**config.mk**
```make
export PLATFORM = sky130hd
export DESIGN_NAME = seven_segment_scan_driver_top_flat
export DESIGN_NICKNAME = d
export VERILOG_FILES = /design/src/sv/ssd_pkg.sv /design/src/sv/ssd_ifs.sv /design/src/sv/seven_segment_scan_driver_top.sv /design/src/sv/ssd_glyph_enc.sv /design/src/sv/ssd_state.sv /design/src/flat_wrapper.sv
export SDC_FILE = /design/constraint.sdc
export NUM_CORES = 1
export LEC_CHECK = 0
export BUFFER_PORTS_ARGS = -buffer_cell sky130_fd_sc_hd__buf_2
export CAP_MARGIN = 20
export CELL_PAD_IN_SITES_DETAIL_PLACEMENT = 2
export CELL_PAD_IN_SITES_GLOBAL_PLACEMENT = 2
export CORE_MARGIN = 2
export CORE_UTILIZATION = 40
export DETAILED_ROUTE_END_ITERATION = 16
export PLACE_DENSITY_LB_ADDON = 0.1
export SYNTH_ARGS = -nofsm -noshare
export SYNTH_HDL_FRONTEND = slang
export SYNTH_HIERARCHICAL = 1
export SYNTH_SLANG_ARGS = --single-unit
export TNS_END_PERCENT = 10
```
**constraint.sdc**
```tcl
create_clock -name clk_i -period 10.75 [get_ports clk_i]
set_input_delay 1.6125 -clock clk_i [delete_from_list [all_inputs] [get_ports clk_i]]
set_output_delay 1.6125 -clock clk_i [all_outputs]
set_load 0.1 [all_outputs]
```
**src/sv/ssd_pkg.sv**
```systemverilog
// ----------------------------------------------------------------------------
// ssd_pkg
// Shared types, constants and font tables for the scan display driver.
// ----------------------------------------------------------------------------
`default_nettype none

package ssd_pkg;

  typedef enum logic [2:0] {
    REQ_TICK      = 3'd0,
    REQ_CHARS     = 3'd1,
    REQ_NUMBER    = 3'd2,
    REQ_SYMBOLS   = 3'd3,
    REQ_INDICATOR = 3'd4
  } ssd_req_e;

  localparam int unsigned DigitCount     = 4;
  localparam int unsigned IndicatorCount = 14;
  localparam logic [2:0]  LastRow        = 3'd6;
  localparam logic [15:0] NumberMax      = 16'd9999;

  // Reciprocal multipliers for the decimal split of values up to 9999
  localparam logic [14:0] RecipThousand  = 15'd16778;  // >> 24
  localparam logic [12:0] RecipHundred   = 13'd5243;   // >> 19
  localparam logic [12:0] RecipTen       = 13'd6554;   // >> 16

  typedef logic [6:0] seg_t;

  typedef struct packed {
    logic [2:0]       kind;
    logic [3:0][7:0]  chars;
    logic [15:0]      number;
    logic [7:0]       symbol;
    logic [7:0]       ind_idx;
    logic             ind_on;
  } ssd_req_t;

  typedef struct packed {
    logic [7:0] row_drive;
    logic [7:0] col_drive;
  } ssd_scan_t;

  function automatic seg_t decimal_font(input logic [3:0] digit);
    seg_t seg;
    case (digit)
      4'd0:    seg = 7'h7E;
      4'd1:    seg = 7'h06;
      4'd2:    seg = 7'h6D;
      4'd3:    seg = 7'h4F;
      4'd4:    seg = 7'h17;
      4'd5:    seg = 7'h5B;
      4'd6:    seg = 7'h7B;
      4'd7:    seg = 7'h0E;
      4'd8:    seg = 7'h7F;
      4'd9:    seg = 7'h5F;
      default: seg = 7'h00;
    endcase
    return seg;
  endfunction

  function automatic seg_t glyph_of(input logic [7:0] ch);
    seg_t seg;
    case (ch)
      "0", "O", "o": seg = 7'h7E;
      "1", "I", "i": seg = 7'h06;
      "2":           seg = 7'h6D;
      "3":           seg = 7'h4F;
      "4", "Y", "y": seg = 7'h17;
      "5", "S", "s": seg = 7'h5B;
      "6":           seg = 7'h7B;
      "7":           seg = 7'h0E;
      "8":           seg = 7'h7F;
      "9":           seg = 7'h5F;
      "A", "a":      seg = 7'h3F;
      "b":           seg = 7'h73;
      "c":           seg = 7'h61;
      "d":           seg = 7'h67;
      "E", "e":      seg = 7'h79;
      "F", "f":      seg = 7'h39;
      "G":           seg = 7'h7A;
      "H":           seg = 7'h37;
      "h":           seg = 7'h33;
      "J", "j":      seg = 7'h46;
      "L", "l":      seg = 7'h70;
      "n":           seg = 7'h23;
      "P", "p":      seg = 7'h3D;
      "Q", "q":      seg = 7'h7C;
      "r":           seg = 7'h21;
      "t":           seg = 7'h71;
      "u", "U":      seg = 7'h62;
      "(":           seg = 7'h78;
      ")":           seg = 7'h4E;
      "-":           seg = 7'h01;
      "?":           seg = 7'h2C;
      default:       seg = 7'h00;
    endcase
    return seg;
  endfunction

endpackage

`default_nettype wire

```
**src/sv/ssd_ifs.sv**
```systemverilog
// ----------------------------------------------------------------------------
// ssd_ifs
// Valid/ready channels for display requests and scan drive results.
// ----------------------------------------------------------------------------
`default_nettype none

interface ssd_req_if;
  logic        valid;
  logic        ready;
  logic [2:0]  req_type;
  logic [7:0]  char_0;
  logic [7:0]  char_1;
  logic [7:0]  char_2;
  logic [7:0]  char_3;
  logic [15:0] number_value;
  logic [7:0]  symbol_mask;
  logic [7:0]  indicator_index;
  logic        indicator_on;

  modport source (
    output valid, req_type, char_0, char_1, char_2, char_3,
           number_value, symbol_mask, indicator_index, indicator_on,
    input  ready
  );
  modport sink (
    input  valid, req_type, char_0, char_1, char_2, char_3,
           number_value, symbol_mask, indicator_index, indicator_on,
    output ready
  );
endinterface

interface ssd_drive_if;
  logic       valid;
  logic       ready;
  logic [7:0] row_drive;
  logic [7:0] col_drive;

  modport source (output valid, row_drive, col_drive, input ready);
  modport sink   (input valid, row_drive, col_drive, output ready);
endinterface

`default_nettype wire

```
**src/sv/seven_segment_scan_driver_top.sv**
```systemverilog
// ----------------------------------------------------------------------------
// seven_segment_scan_driver_top
// Row-multiplexed driver for four 7-segment digits, symbols and indicators.
// ----------------------------------------------------------------------------
// Takes one request transaction per clock when not stalled. A request is
// captured in an input register; from there it is applied to the display
// contents and, for a tick, the active-low row strobe and column pattern of
// the current scan row (0 to 6) are loaded into the output register. Writes
// of characters, a number, the symbol mask or an indicator bit produce no
// result. Throughput is one transaction per cycle; the only stall is a tick
// that finds the output register still holding a result the sink has not
// taken, and writes behind it wait in turn. Unknown request kinds are
// consumed and ignored.
// ----------------------------------------------------------------------------
`default_nettype none

module seven_segment_scan_driver_top
  import ssd_pkg::*;
(
  input  logic        clk_i,
  input  logic        rst_ni,
  ssd_req_if.sink     req_i,
  ssd_drive_if.source drive_o
);

  // Input register
  logic      s1_valid_q;
  ssd_req_t  s1_req_q;
  logic      s1_is_tick;
  logic      s1_fire;

  // Output register
  logic      out_valid_q;
  ssd_scan_t out_q;
  logic      out_free;

  seg_t [3:0] segs;
  ssd_scan_t  scan;

  assign s1_is_tick = (s1_req_q.kind == REQ_TICK);
  assign out_free   = !out_valid_q || drive_o.ready;
  // Writes always advance; a tick needs room in the output register
  assign s1_fire    = s1_valid_q && (!s1_is_tick || out_free);
  assign req_i.ready = !s1_valid_q || s1_fire;

  always_ff @(posedge clk_i or negedge rst_ni) begin
    if (!rst_ni) begin
      s1_valid_q <= 1'b0;
    end else if (req_i.ready) begin
      s1_valid_q <= req_i.valid;
    end
  end

  // Payload: capture on every accepted transaction
  always_ff @(posedge clk_i) begin
    if (req_i.ready && req_i.valid) begin
      s1_req_q.kind     <= req_i.req_type;
      s1_req_q.chars[0] <= req_i.char_0;
      s1_req_q.chars[1] <= req_i.char_1;
      s1_req_q.chars[2] <= req_i.char_2;
      s1_req_q.chars[3] <= req_i.char_3;
      s1_req_q.number   <= req_i.number_value;
      s1_req_q.symbol   <= req_i.symbol_mask;
      s1_req_q.ind_idx  <= req_i.indicator_index;
      s1_req_q.ind_on   <= req_i.indicator_on;
    end
  end

  ssd_glyph_enc u_enc (
    .req_i  (s1_req_q),
    .segs_o (segs)
  );

  ssd_state u_state (
    .clk_i  (clk_i),
    .rst_ni (rst_ni),
    .fire_i (s1_fire),
    .req_i  (s1_req_q),
    .segs_i (segs),
    .scan_o (scan)
  );

  // Hold the result until taken; load a new one when a tick advances
  always_ff @(posedge clk_i or negedge rst_ni) begin
    if (!rst_ni) begin
      out_valid_q <= 1'b0;
    end else if (s1_fire && s1_is_tick) begin
      out_valid_q <= 1'b1;
    end else if (drive_o.ready) begin
      out_valid_q <= 1'b0;
    end
  end

  always_ff @(posedge clk_i) begin
    if (s1_fire && s1_is_tick) begin
      out_q <= scan;
    end
  end

  assign drive_o.valid     = out_valid_q;
  assign drive_o.row_drive = out_q.row_drive;
  assign drive_o.col_drive = out_q.col_drive;

endmodule

`default_nettype wire

```
**src/sv/ssd_glyph_enc.sv**
```systemverilog
// ----------------------------------------------------------------------------
// ssd_glyph_enc
// Turns a character or number write into four digit segment patterns.
// ----------------------------------------------------------------------------
`default_nettype none

module ssd_glyph_enc
  import ssd_pkg::*;
(
  input  ssd_req_t   req_i,
  output seg_t [3:0] segs_o
);

  seg_t [3:0]  char_segs;
  seg_t [3:0]  num_segs;
  logic        ended;
  logic [13:0] n_sat;
  logic [28:0] p1000;
  logic [25:0] p100;
  logic [25:0] p10;
  logic [3:0]  q1000;
  logic [6:0]  q100;
  logic [9:0]  q10;
  logic [3:0]  d1, d2, d3;

  // Characters: blank everything from the first terminator on
  always_comb begin
    ended = 1'b0;
    for (int i = 0; i < DigitCount; i++) begin
      if (req_i.chars[i] == 8'd0) begin
        ended = 1'b1;
      end
      char_segs[i] = ended ? 7'h00 : glyph_of(req_i.chars[i]);
    end
  end

  // Number: saturate, then split into decimal digits by reciprocal multiply
  always_comb begin
    n_sat = (req_i.number > NumberMax) ? NumberMax[13:0] : req_i.number[13:0];
    p1000 = 29'(n_sat) * 29'(RecipThousand);
    p100  = 26'(n_sat) * 26'(RecipHundred);
    p10   = 26'(n_sat) * 26'(RecipTen);
    q1000 = p1000[27:24];
    q100  = p100[25:19];
    q10   = p10[25:16];
    d1    = 4'(q100 - 7'(q1000) * 7'd10);
    d2    = 4'(q10 - 10'(q100) * 10'd10);
    d3    = 4'(n_sat - 14'(q10) * 14'd10);
    num_segs[0] = decimal_font(q1000);
    num_segs[1] = decimal_font(d1);
    num_segs[2] = decimal_font(d2);
    num_segs[3] = decimal_font(d3);
  end

  assign segs_o = (req_i.kind == REQ_NUMBER) ? num_segs : char_segs;

endmodule

`default_nettype wire

```
**src/sv/ssd_state.sv**
```systemverilog
// ----------------------------------------------------------------------------
// ssd_state
// Display contents and scan row; applies writes and forms the row drive.
// ----------------------------------------------------------------------------
`default_nettype none

module ssd_state
  import ssd_pkg::*;
(
  input  logic       clk_i,
  input  logic       rst_ni,
  input  logic       fire_i,
  input  ssd_req_t   req_i,
  input  seg_t [3:0] segs_i,
  output ssd_scan_t  scan_o
);

  seg_t [3:0]  digits_q, digits_d;
  logic [7:0]  symbol_q, symbol_d;
  logic [13:0] ind_q, ind_d;
  logic [2:0]  row_q, row_d;
  logic [7:0]  pattern;

  always_comb begin
    digits_d = digits_q;
    symbol_d = symbol_q;
    ind_d    = ind_q;
    row_d    = row_q;
    if (fire_i) begin
      case (ssd_req_e'(req_i.kind))
        REQ_TICK:      row_d = (row_q >= LastRow) ? 3'd0 : row_q + 3'd1;
        REQ_CHARS:     digits_d = segs_i;
        REQ_NUMBER:    digits_d = segs_i;
        REQ_SYMBOLS:   symbol_d = req_i.symbol;
        REQ_INDICATOR: begin
          if (req_i.ind_idx < 8'(IndicatorCount)) begin
            ind_d[req_i.ind_idx[3:0]] = req_i.ind_on;
          end
        end
        default:       ;
      endcase
    end
  end

  always_ff @(posedge clk_i or negedge rst_ni) begin
    if (!rst_ni) begin
      digits_q <= '0;
      symbol_q <= '0;
      ind_q    <= '0;
      row_q    <= '0;
    end else begin
      digits_q <= digits_d;
      symbol_q <= symbol_d;
      ind_q    <= ind_d;
      row_q    <= row_d;
    end
  end

  // Select the lit pattern of the current row
  always_comb begin
    case (row_q)
      3'd0:    pattern = {2'b00, ind_q[5:0]};
      3'd1:    pattern = ind_q[13:6];
      3'd2:    pattern = symbol_q;
      3'd3:    pattern = {1'b0, digits_q[0]};
      3'd4:    pattern = {1'b0, digits_q[1]};
      3'd5:    pattern = {1'b0, digits_q[2]};
      3'd6:    pattern = {1'b0, digits_q[3]};
      default: pattern = 8'h00;
    endcase
  end

  assign scan_o.row_drive = ~(8'd1 << row_q);
  assign scan_o.col_drive = ~pattern;

endmodule

`default_nettype wire
```
**src/flat_wrapper.sv**
```systemverilog
// flat-port wrapper written by rule: the top's interface ports become plain ports
module seven_segment_scan_driver_top_flat import ssd_pkg::*;
  (clk_i, rst_ni, req_i_valid, req_i_req_type, req_i_char_0, req_i_char_1, req_i_char_2, req_i_char_3, req_i_number_value, req_i_symbol_mask, req_i_indicator_index, req_i_indicator_on, req_i_ready, drive_o_valid, drive_o_row_drive, drive_o_col_drive, drive_o_ready);
  ssd_req_if req_i_i ();
  ssd_drive_if drive_o_i ();
  input  logic clk_i;
  input  logic rst_ni;
  input wire logic [$bits(req_i_i.valid)-1:0] req_i_valid;
  input wire logic [$bits(req_i_i.req_type)-1:0] req_i_req_type;
  input wire logic [$bits(req_i_i.char_0)-1:0] req_i_char_0;
  input wire logic [$bits(req_i_i.char_1)-1:0] req_i_char_1;
  input wire logic [$bits(req_i_i.char_2)-1:0] req_i_char_2;
  input wire logic [$bits(req_i_i.char_3)-1:0] req_i_char_3;
  input wire logic [$bits(req_i_i.number_value)-1:0] req_i_number_value;
  input wire logic [$bits(req_i_i.symbol_mask)-1:0] req_i_symbol_mask;
  input wire logic [$bits(req_i_i.indicator_index)-1:0] req_i_indicator_index;
  input wire logic [$bits(req_i_i.indicator_on)-1:0] req_i_indicator_on;
  output wire logic [$bits(req_i_i.ready)-1:0] req_i_ready;
  output wire logic [$bits(drive_o_i.valid)-1:0] drive_o_valid;
  output wire logic [$bits(drive_o_i.row_drive)-1:0] drive_o_row_drive;
  output wire logic [$bits(drive_o_i.col_drive)-1:0] drive_o_col_drive;
  input wire logic [$bits(drive_o_i.ready)-1:0] drive_o_ready;
  assign req_i_i.valid = req_i_valid;
  assign req_i_i.req_type = req_i_req_type;
  assign req_i_i.char_0 = req_i_char_0;
  assign req_i_i.char_1 = req_i_char_1;
  assign req_i_i.char_2 = req_i_char_2;
  assign req_i_i.char_3 = req_i_char_3;
  assign req_i_i.number_value = req_i_number_value;
  assign req_i_i.symbol_mask = req_i_symbol_mask;
  assign req_i_i.indicator_index = req_i_indicator_index;
  assign req_i_i.indicator_on = req_i_indicator_on;
  assign req_i_ready = req_i_i.ready;
  assign drive_o_valid = drive_o_i.valid;
  assign drive_o_row_drive = drive_o_i.row_drive;
  assign drive_o_col_drive = drive_o_i.col_drive;
  assign drive_o_i.ready = drive_o_ready;
  seven_segment_scan_driver_top u_core (.clk_i(clk_i), .rst_ni(rst_ni), .req_i(req_i_i), .drive_o(drive_o_i));
endmodule
```
## Word-level counts from Yosys, hierarchy flattened

Memory sizes are Yosys's and may differ from the RTL's. A register that Yosys moved wholly into a read port is not among the register bits.
Cells that the tools add are included.

| operators by class | value |
|---|---|
| $mul | 6 |
| $lt $le $gt $ge | 5 |
| shift-type cells | 1 |
| equality and inequality tests | 10 |
| reductions and logical operators | 22 |
| add/subtract/negate cells | 4 |
| mux-type cells | 25 |
| bitwise logic cells | 2 |

Operator list:

| cell | count |
|---|---|
| 7-bit two-way mux | 12 |
| 8-bit one-hot mux with 7 select lines | 1 |
| 8-bit logical NOT | 4 |
| 28-bit two-way mux | 1 |
| 14-bit by 14-bit multiplier with 27-bit output (second input constant) | 1 |
| 14-bit by 13-bit multiplier with 26-bit output (second input constant) | 1 |
| 14-bit by 12-bit multiplier with 25-bit output (second input constant) | 1 |
| 16-bit by 14-bit greater-than comparator with 1-bit output (second input constant) | 1 |
| 8-bit inverter | 2 |
| 14-bit bitwise mux | 1 |
| 14-bit two-way mux | 1 |
| 3-bit by 2-bit == test with 1-bit output (second input constant) | 4 |
| 3-bit == test (second input constant) | 4 |
| 4-bit subtractor | 3 |
| 10-bit by 3-bit multiplier with 3-bit output (second input constant) | 1 |
| 8-bit by 4-bit less-than comparator with 1-bit output (second input constant) | 1 |
| 1-bit by 3-bit left shift with 8-bit output (first input constant) | 1 |
| 7-bit by 3-bit multiplier with 3-bit output (second input constant) | 1 |
| 1-bit two-way mux | 7 |
| 3-bit by 1-bit == test with 1-bit output (second input constant) | 2 |
| 3-bit logical NOT | 2 |
| 2-bit AND reduction | 3 |
| 4-bit by 5-bit less-than comparator with 1-bit output (second input constant) | 1 |
| 1-bit demux with 4-bit select | 1 |
| other kinds (11) | 18 |

| storage, ports and cells | value |
|---|---|
| ROM bits | 4032 |
| input bits | 72 |
| register bits | 139 |
| output and inout bits | 18 |
| memories | 8 |

Memories:

| memory | words | width | rd ports | clocked after memory_dff | wr ports | RTL line | text |
|---|---|---|---|---|---|---|---|
| (no name shown) | 128 | 7 | 1 | 1 | 0 | ssd_pkg.sv:63 | `case (ch)` |
| (no name shown) | 128 | 7 | 1 | 1 | 0 | ssd_pkg.sv:63 |  |
| (no name shown) | 128 | 7 | 1 | 1 | 0 | ssd_pkg.sv:63 |  |
| (no name shown) | 128 | 7 | 1 | 1 | 0 | ssd_pkg.sv:63 |  |
| (no name shown) | 16 | 7 | 1 | 0 | 0 | ssd_pkg.sv:45 | `case (digit)` |
| (no name shown) | 16 | 7 | 1 | 0 | 0 | ssd_pkg.sv:45 |  |
| +2 memories | -- | -- | -- | -- | -- | -- |  |

## Longest topological paths before layout

Gate-level depths: netlist of run 1.

| depth | value |
|---|---|
| word-level depth | 7 |
| gate-level depth with buffers | 36 |

## By module

Netlist of run 1, hierarchy kept.

By module, submodules not included:

| module | seq. area each (µm²) | cells an instance | times used | area an instance (µm²) |
|---|---|---|---|---|
| ssd_glyph_enc | 0.0 | 1614 | 1 | 12082.8 |
| seven_segment_scan_driver_top | 2572.5 | 96 | 1 | 2645.0 |
| ssd_state | 1326.3 | 201 | 1 | 2600.0 |

## Worst setup path after synthesis of run 1

No wires, ideal clock.

| path | value |
|---|---|
| kind | register to register |
| from | register u_core/s1_req_q[29] (netlist bit) |
| to | register u_core/u_state/digits_q[14] (netlist bit) |
| setup slack | 2.444 ns |
| arrival | 8.178 ns |
| data required time | 10.623 ns |
| stages on the path, launching flop included | 36 |
| path buffers | 3 |
| cells stage by stage | edfxtp_1 > clkbuf_1 > o21ai_1 > nand2_1 > nor2_1 > clkbuf_1 > nand2_1 > inv_1 > ha_1 > inv_1 > fa_1 > inv_1 > fa_1 > fa_1 > inv_1 > fa_1 > inv_1 > ha_1 > nand2_1 > or3_1 > or4_4 > o211ai_2 > a21oi_1 > xor2_1 > inv_1 > fa_1 > xnor2_1 > xnor2_1 > xnor2_1 > xnor2_1 > xnor3_1 > xnor2_1 > buf_2 > nor4_2 > or3_1 > mux2_1 |

RTL lines:

| element | RTL line | text |
|---|---|---|
| from (decl) | seven_segment_scan_driver_top.sv:28 | `ssd_req_t s1_req_q;` |
| to (signal assigned) | ssd_state.sv:52 | `digits_q <= digits_d;` |
| to (decl) | ssd_state.sv:18 | `seg_t [3:0] digits_q, digits_d;` |

==> results of run 1 <==
-- metrics by stage --
stage          std cells  hold slack, ns  utilization (%)  area, um^2  worst slack [ns]
2_1_floorplan       1911           0.455                -       17300              2.44
3_3_place_gp        2507           0.464             42.5       18200              1.75
3_5_place_dp        2507           0.469             42.5       18200              1.47
4_1_cts             2539           0.484             43.9       18800              1.44
5_1_grt             2539           0.499             43.9       18800             0.764
6_report            2539           0.479             43.9       18800              1.39
-- cell type report --
cell class	count	area [um^2]
clock inverter	15	153
multi-input combinational	1365	11900
timing repair buffer	103	551
sequential	139	3900
inverter	315	1180
clock buffer	17	425
tap	585	732
fill	4724	24100
-- path summary, 6_finish.rpt --
| check | start | endpoint | cells after the start |
|---|---|---|---|
| max | u_core/s1_req_q[26]$_DFFE_PP_ | u_core/u_state/digits_q[7]$_DFFE_PN0P_ | 30 |
| min | u_core/s1_req_q[15]$_DFFE_PP_ | u_core/u_state/symbol_q[6]$_DFFE_PN0P_ | 1 |
| max reg2reg | u_core/s1_req_q[26]$_DFFE_PP_ | u_core/u_state/digits_q[7]$_DFFE_PN0P_ | 30 |
| min reg2reg | u_core/s1_req_q[15]$_DFFE_PP_ | u_core/u_state/symbol_q[6]$_DFFE_PN0P_ | 1 |
| max in group asynchronous | rst_ni | u_core/u_state/digits_q[0]$_DFFE_PN0P_ | 2 |
| min in group asynchronous | rst_ni | u_core/u_state/ind_q[13]$_DFFE_PN0P_ | 2 |
-- cells in the final DEF (no fill, tap or decap), types with 23 or more instances in the layout --
cell / Yosys / final
a21oi_1: 115 / 115
buf_2: 2 / 89
dfrtp_1: 55 / 55
edfxtp_1: 84 / 84
fa_1: 114 / 114
ha_1: 255 / 255
inv_1: 311 / 311
mux2_1: 30 / 30
mux2_2: 24 / 24
mux2i_1: 23 / 23
nand2_1: 134 / 134
nand4_1: 26 / 26
nor2_1: 107 / 107
o211ai_1: 23 / 23
o21ai_0: 96 / 96
o22ai_1: 24 / 24
xnor2_1: 40 / 40
-- layer usage --
| layer | routed length [um] | vias to the layer above | track usage, % |
|---|---|---|---|
| li1 | - | 6676 | - |
| met1 | 26600 | 7408 | 35.2 |
| met2 | 29400 | 225 | 46.7 |
| met3 | 1740 | 81 | 3.59 |
| met4 | 1290 | 2 | 7.75 |
| met5 | 13 | - | 0 |
-- critical path, delay by kind of cell (launching register included) --
family                     cells  cell delay (ns)
buffers and inverters          3             0.38
xor gates and xnor gates       7             1.92
DFF                            1             0.60
and+or+nand+nor                8             2.34
AOI/OAI and AO/OA              3             1.04
muxes                          1             0.27
adders and majority gates      8             2.69
-- registers in the layout, summed over array words and instances (netlist names) --
signal,count
u_core/u_state/digits_q,28
u_core/u_state/symbol_q,8
u_core/s1_req_q,68
u_core/u_state/ind_q,14
u_core/drive_o.row_drive,8
u_core/s1_valid_q,1
u_core/drive_o.valid,1
u_core/drive_o.col_drive,8
u_core/u_state/row_q,3
-- report_power, final --
group	internal (W)	total, W	switching, W	leakage, nW
clock	0.000326	0.000611	0.000285	0.279
combinational	0.000908	0.00238	0.00147	7.11
sequential	0.000642	0.000725	0.0000833	1.52
-- cell families (layout without fill, tap and decap cells) --
group | count (synthesis) | after routing
adder cells (fa/ha/maj) | 369 | 369
multiplexers | 82 | 82
flip-flops | 139 | 139
AO/OA/AOI/OAI | 434 | 434
XOR/XNOR | 58 | 58
AND/OR/NAND/NOR | 422 | 422
buffers and inverters | 407 | 450
==> impl_metrics.yaml, run 1 <==
drt:
  drc: 0
  drt-total-wl_mm: 59.1
  vias: 14400
  first_iter_violations: 768
  ant_nets: 0
  avgRoutedWirePerCell_um: 23.3
  dr.pass1.iters: 7
  post_drt_via_cell_ratio: 5.67
yosys:
  synth.most_common_cell: "inv_1"
  synth_top_area_share_pct: 18.4
  synth-seq-area-share_pct: 22.5
  synth_edf_count: 84
  synth_top_family_by_area: "adder cells"
  synth_fp_nets: 2352
  synth_area_um2: 17300
  synth_mux_area_share_pct: 5.49
  synth_cell_types: 89
  synth_adder_area_share_pct: 31.6
  ys_seq_elements: 139
  yosysWarnings: 6
  avgSynthCellArea_um2: 9.07
  synthTopCellsByArea: "ha_1 18%, edfxtp_1 15%, fa_1 13%"
  synth_ff_type: "edfxtp_1"
  yosys.area_share.simple_pct: 12.1
  synth_xor_area_share_pct: 3.13
  ys_async_sr_fraction_pct: 39.6
  synth_cells: 1911
  yosysTopAreaCell: "ha_1"
  synth-compound-area-share_pct: 16.1
  synth_common_cells: "311 x inv_1, 255 x ha_1, 134 x nand2_1"
timing:
  worst_slew_pin_slew_ns: 1.14
  slew_headroom_pct: 23.3
  final.setup_skew_ns: 0.0173
  finalCritPeriodShare_pct: 87.1
  drv_slew: 0
  fmax_mhz: 107
  finalSetupTns_ns: 0
  hold_viol: 0
  finalSetupViolCount: 0
  rsz0062_at_grt: "no"
  fin_crit_ns: 9.36
final_layout:
  areaGrowthSynthToFinish_pct: 8.61
  drive_above_1_share_pct: 9.72
  antennaDiodeCount: 0
  nets: 2382
pwr:
  power.total_w: 0.00371
  ir_drop_uv: 337
  p_per_area_nw_per_um2: 197
  p_leak_nw: 8.91
run:
  drv_cap: 0
global_routing:
  grt_first_pass_wirelength_mm: 91.9
  grt_overflow: 0
  grt.total_usage_pct: 27.0
  first_global_vias: 15900
  grt_max_degree: 56
  antenna_found_initial: 1
cts:
  post-cts-setup-buffers: 0
  path_clk_slew_ns: 0.08
  cts.repair.resized: 0
  clkSinkCount: 139
  insertion_delay_ns: 0.47
  hold_buffers: 0
  h-tree-depth: 4
  clock_path_buffers: 2
  root_buffer: "clkbuf_16"
  cts_tree: "done"
  cts_made_buffers: 17
worst_setup_path:
  cp_max_fo: 16
  worst-setup-path-type: "flip-flop to flip-flop"
  critPathMaxStageDelay_ns: 0.81
  cp-end-kind: "flip-flop"
  r2r_setup_slack_ns: 1.39
  crit_slowest_cell: "o211ai_2"
  crit_top_cell: "ha_1"
  required_ns: 11.10
  cp-start-kind: "flip-flop"
  crit_arrival_ns: 9.71
floorplanning:
  core-area_um2: 42900
  start_util_pct: 40.4
  dieArea_um2: 45000
  die_w_um: 212
  num_rows: 76
  ios: 90
  dieHeight_um: 212
run_status:
  outcome: "complete, no violations"
placed_design:
  dpl.hpwl_mm: 47.4
  port_buffers: 89
  globalplace.congestion: 0.872
hold_path:
  min_path_type: "flip-flop to flip-flop"
No activity file was read; power rests on OpenSTA's default activity.
==> inputs of run 2 (changes only) <==
--- a/config.mk
+++ b/config.mk
@@ -9,7 +9,6 @@
 export CAP_MARGIN = 20
 export CELL_PAD_IN_SITES_DETAIL_PLACEMENT = 2
 export CELL_PAD_IN_SITES_GLOBAL_PLACEMENT = 2
-export CORE_MARGIN = 2
 export CORE_UTILIZATION = 40
 export DETAILED_ROUTE_END_ITERATION = 16
 export PLACE_DENSITY_LB_ADDON = 0.1
==> impl_metrics.yaml, run 2 (synthesized netlist as in run 1, its figures left out) <==
cts:
  h-tree-depth: 4
  path_clk_slew_ns: 0.08
  cts_tree: "done"
  insertion_delay_ns: 0.46
  cts.repair.resized: 0
  root_buffer: "clkbuf_16"
  cts_made_buffers: 17
  clkSinkCount: 139
  clock_path_buffers: 2
  hold_buffers: 0
  post-cts-setup-buffers: 0
pwr:
  combPwrFrac_pct: 63.8
  p_clk_share_pct: 16.7
  p_per_area_nw_per_um2: 198
  switching_share_pct: 49.6
  power.total_w: 0.00372
  p_sw_w: 0.00185
  p_seq_share_pct: 19.5
  ir_drop_uv: 282
  intPower_w: 0.00187
  p_leak_nw: 8.91
final_layout:
  fillers: 4672
  drive_above_1_share_pct: 9.72
  fin_area_um2: 18800
  final_common_cell: "inv_1"
  multi_input_area_um2: 11900
  regArea_um2: 3900
  largest_register: "u_core/s1_req_q"
  final_cell_mix: "311 x inv_1, 255 x ha_1, 134 x nand2_1"
  nets: 2382
  utilization_pct: 44.5
  largest_register_ffs: 68
  reg_top3: "u_core/s1_req_q x68, u_core/u_state/digits_q x28, u_core/u_state/ind_q x14"
  antennaDiodeCount: 0
  areaGrowthSynthToFinish_pct: 8.68
timing:
  fin_crit_ns: 9.82
  finalSetupTns_ns: 0
  worst_slew_pin_slew_ns: 1.04
  slew_headroom_pct: 30.2
  fmax_mhz: 102
  hold_viol: 0
  finalSetupViolCount: 0
  drv_slew: 0
  final.setup_skew_ns: 0.0209
  rsz0062_at_grt: "no"
  fin_ws_ns: 0.932
  finalCritPeriodShare_pct: 91.3
placed_design:
  globalplace.congestion: 0.892
  dp_slack_ns: 1.01
  placed_cell_area_um2: 18200
  dpl.hpwl_mm: 46.6
  port_buffers: 89
worst_setup_path:
  cp-end-kind: "flip-flop"
  cp_max_fo: 16
  cp-start-kind: "flip-flop"
  worst-setup-path-type: "flip-flop to flip-flop"
  crit_top_cell: "ha_1"
  crit_slowest_cell: "xnor2_1"
  required_ns: 11.08
  crit_arrival_ns: 10.15
  critPathMaxStageDelay_ns: 0.76
drt:
  vias: 14300
  ant_nets: 0
  drc: 0
  dr.pass1.iters: 5
  post_drt_via_cell_ratio: 5.64
  avgRoutedWirePerCell_um: 23.3
  drt-total-wl_mm: 59.0
  first_iter_violations: 621
global_routing:
  grt_max_degree: 56
  grt_overflow: 0
  grt_first_pass_wirelength_mm: 92.9
  first_global_vias: 15900
  grt.total_usage_pct: 27.6
  antenna_found_initial: 1
floorplanning:
  core-area_um2: 42300
  start_util_pct: 40.9
  num_rows: 75
  die_w_um: 210
  dieArea_um2: 44200
  dieHeight_um: 210
  ios: 90
hold_path:
  min_path_type: "flip-flop to flip-flop"
run_status:
  outcome: "complete, no violations"
run:
  drv_cap: 0
-- run 2: path summary, 6_finish.rpt --
path / end / cells past startpoint / startpoint / slack [ns]
setup / recovery: u_core/u_state/digits_q[11]$_DFFE_PN0P_ / 30 / u_core/s1_req_q[24]$_DFFE_PP_ / 0.93
hold / removal: u_core/u_state/symbol_q[5]$_DFFE_PN0P_ / 1 / u_core/s1_req_q[14]$_DFFE_PP_ / 0.48
setup reg to reg: u_core/u_state/digits_q[11]$_DFFE_PN0P_ / 30 / u_core/s1_req_q[24]$_DFFE_PP_ / 0.93
hold reg to reg: u_core/u_state/symbol_q[5]$_DFFE_PN0P_ / 1 / u_core/s1_req_q[14]$_DFFE_PP_ / 0.48
max in group asynchronous: u_core/drive_o.valid$_DFFE_PN0P_ / 2 / rst_ni / 8.93
min in group asynchronous: u_core/u_state/symbol_q[7]$_DFFE_PN0P_ / 2 / rst_ni / 1.31
-- run 2: layer usage --
| metal | track usage (%) | wire, um | vias up |
|---|---|---|---|
| met5 | 0 | 8 | - |
| met3 | 3.61 | 1750 | 80 |
| li1 | - | - | 6677 |
| met1 | 35.3 | 26300 | 7279 |
| met4 | 8.28 | 1510 | 2 |
| met2 | 48.2 | 29500 | 233 |
-- run 2: critical path: cells and delay by family (launching register included) --
family | cells | cell delay, ns
multiplexers | 1 | 0.30
flip-flops | 1 | 0.64
buffers and inverters | 3 | 0.49
adder cells (fa/ha/maj) | 8 | 2.69
AO/OA/AOI/OAI | 3 | 0.65
AND/OR/NAND/NOR | 8 | 2.86
XOR/XNOR | 7 | 2.03
-- run 2: power groups by stage --
| stage | combinational [W] | sequential (W) | clock (W) |
|---|---|---|---|
| floorplan | 0.00169 | 0.000699 | 0 |
| global placement | 0.00224 | 0.000729 | 0 |
| CTS | 0.00239 | 0.000725 | 0.000637 |
| finish | 0.00237 | 0.000725 | 0.000621 |
| detailed placement | 0.00234 | 0.000734 | 0 |
| global route | 0.00267 | 0.000732 | 0.000647 |
-- run 2: area by class of cell --
type / instances / area share [%]
Clock buffer: 17 / 2.26
Clock inverter: 15 / 0.824
Inverter: 315 / 6.28
Multi-Input combinational cell: 1365 / 63.1
Sequential cell: 139 / 20.7
Tap cell: 577 / 3.83
Timing Repair Buffer: 103 / 3.03
-- run 2: per-stage QoR --
stage,cells,hold slack [ns]
floorplan,1911,0.455
global placement,2498,0.466
detailed placement,2498,0.472
CTS,2530,0.487
global route,2531,0.496
finish,2531,0.479
==> inputs of run 3 (changes only) <==
--- a/config.mk
+++ b/config.mk
@@ -9,9 +9,10 @@
 export CAP_MARGIN = 20
 export CELL_PAD_IN_SITES_DETAIL_PLACEMENT = 2
 export CELL_PAD_IN_SITES_GLOBAL_PLACEMENT = 2
+export CORE_MARGIN = 1
 export CORE_UTILIZATION = 40
 export DETAILED_ROUTE_END_ITERATION = 16
-export PLACE_DENSITY_LB_ADDON = 0.1
+export PLACE_DENSITY = 0.91
 export SYNTH_ARGS = -nofsm -noshare
 export SYNTH_HDL_FRONTEND = slang
 export SYNTH_HIERARCHICAL = 1
==> impl_metrics.yaml, run 3 (synthesized netlist as in run 1, its figures left out) <==
global_routing:
  antenna_found_initial: 0
  first_global_vias: 18100
  grt_first_pass_wirelength_mm: 117
  grt.total_usage_pct: 35.5
  grt_overflow: 0
  grt_max_degree: 69
drt:
  ant_nets: 0
  post_drt_via_cell_ratio: 6.36
  drt-total-wl_mm: 77.5
  avgRoutedWirePerCell_um: 30.7
  drc: 0
  first_iter_violations: 1407
  vias: 16100
  dr.pass1.iters: 7
cts:
  post-cts-setup-buffers: 0
  h-tree-depth: 4
  path_clk_slew_ns: 0.08
  cts_tree: "done"
  cts_made_buffers: 17
  clkSinkCount: 139
  clock_path_buffers: 2
  root_buffer: "clkbuf_16"
  hold_buffers: 0
  cts.repair.resized: 0
  insertion_delay_ns: 0.47
final_layout:
  largest_register_ffs: 68
  nets: 2377
  fin_area_um2: 18800
  reg_top3: "u_core/s1_req_q x68, u_core/u_state/digits_q x28, u_core/u_state/ind_q x14"
  final_cell_mix: "311 x inv_1, 255 x ha_1, 134 x nand2_1"
  largest_register: "u_core/s1_req_q"
  drive_above_1_share_pct: 9.59
  utilization_pct: 44.4
  areaGrowthSynthToFinish_pct: 8.53
  final_common_cell: "inv_1"
  fillers: 4572
floorplanning:
  dieHeight_um: 210
  dieArea_um2: 44200
  start_util_pct: 40.9
  num_rows: 75
  core-area_um2: 42300
  die_w_um: 210
  ios: 90
timing:
  fin_ws_ns: 0.330
  rsz0062_at_grt: "no"
  finalCritPeriodShare_pct: 96.9
  finalSetupViolCount: 0
  drv_slew: 0
  fmax_mhz: 96.0
  worst_slew_pin_slew_ns: 1.11
  finalSetupTns_ns: 0
  fin_crit_ns: 10.42
  slew_headroom_pct: 25.5
  hold_viol: 0
  final.setup_skew_ns: 0.0160
worst_setup_path:
  critPathMaxStageDelay_ns: 0.81
  cp-end-kind: "flip-flop"
  cp-start-kind: "flip-flop"
  cp_max_fo: 14
  worst-setup-path-type: "flip-flop to flip-flop"
  crit_arrival_ns: 10.76
  required_ns: 11.09
  crit_slowest_cell: "xnor2_1"
pwr:
  ir_drop_uv: 221
  p_leak_nw: 8.90
  power.total_w: 0.00409
  p_per_area_nw_per_um2: 217
hold_path:
  min_path_type: "flip-flop to flip-flop"
placed_design:
  port_buffers: 89
  dp_slack_ns: 0.667
  dpl.hpwl_mm: 53.3
  placed_cell_area_um2: 18200
  globalplace.congestion: 0.959
run:
  drv_cap: 0
run_status:
  outcome: "complete, no violations"
==> run 3: cell count changes in the layout (fill, tap and decap cells not counted), sizes merged <==
cell / previous run / this run
buf: 103 / 97
clkinvlp: 4 / 2
inv: 321 / 323
clkbuf: 17 / 18
diode: 0 / 1
==> run 3: final cells by class <==
class / instances / area, um^2 / area share [%]
multi-input cells: 1365 / 11900 / 63.2
repair buffers: 98 / 513 / 2.73
clock buffers: 17 / 425 / 2.26
flip-flops and latches: 139 / 3900 / 20.7
diodes: 1 / 2.50 / 0.0133
well taps: 577 / 722 / 3.84
clock inverters: 15 / 168 / 0.892
inverters: 315 / 1180 / 6.29
==> run 3: worst max-delay path, delay by kind of cell (launching register included) <==
| kind | cells | cell delay [ns] |
|---|---|---|
| AOI/OAI and AO/OA | 7 | 1.97 |
| xor gates and xnor gates | 6 | 2.15 |
| muxes | 2 | 0.62 |
| DFF | 1 | 0.56 |
| and+or+nand+nor | 3 | 0.81 |
| adders and majority gates | 7 | 2.86 |
| buffers and inverters | 6 | 1.27 |
==> run 3: per-layer routing <==
layer  GRT usage [%]  share of wire [%]  vias to the layer above
met3            7.17                6.1                      346
li1                -                  -                     6654
met2            60.7                 49                      833
met1            40.3                 38                     8229
met5               0                  0                        -
met4            23.2                7.1                        0
==> run 3: worst paths after layout <==
check                                               startpoint                                 endpoint  slack, ns  depth (start not counted)
min reg2reg                u_core/u_state/ind_q[4]$_DFFE_PN0P_      u_core/u_state/ind_q[4]$_DFFE_PN0P_       0.51                          1
max in group asynchronous                               rst_ni     u_core/u_state/ind_q[12]$_DFFE_PN0P_       8.89                          2
max                              u_core/s1_req_q[29]$_DFFE_PP_  u_core/u_state/digits_q[12]$_DFFE_PN0P_       0.33                         31
min in group asynchronous                               rst_ni      u_core/u_state/ind_q[5]$_DFFE_PN0P_       1.31                          2
min                        u_core/u_state/ind_q[4]$_DFFE_PN0P_      u_core/u_state/ind_q[4]$_DFFE_PN0P_       0.51                          1
max reg2reg                      u_core/s1_req_q[29]$_DFFE_PP_  u_core/u_state/digits_q[12]$_DFFE_PN0P_       0.33                         31
==> run 3: power by group <==
group	leakage, nW	internal [W]	switching (W)
registers	1.52	0.000642	0.000104
clock network	0.286	0.000331	0.000301
logic	7.10	0.000923	0.00179
==> run 3: through the flow <==
stage          hold WS, ns  instances
2_1_floorplan        0.455       1911
3_3_place_gp         0.462       2493
3_5_place_dp         0.480       2493
4_1_cts              0.507       2525
5_1_grt              0.523       2526
6_report             0.514       2527
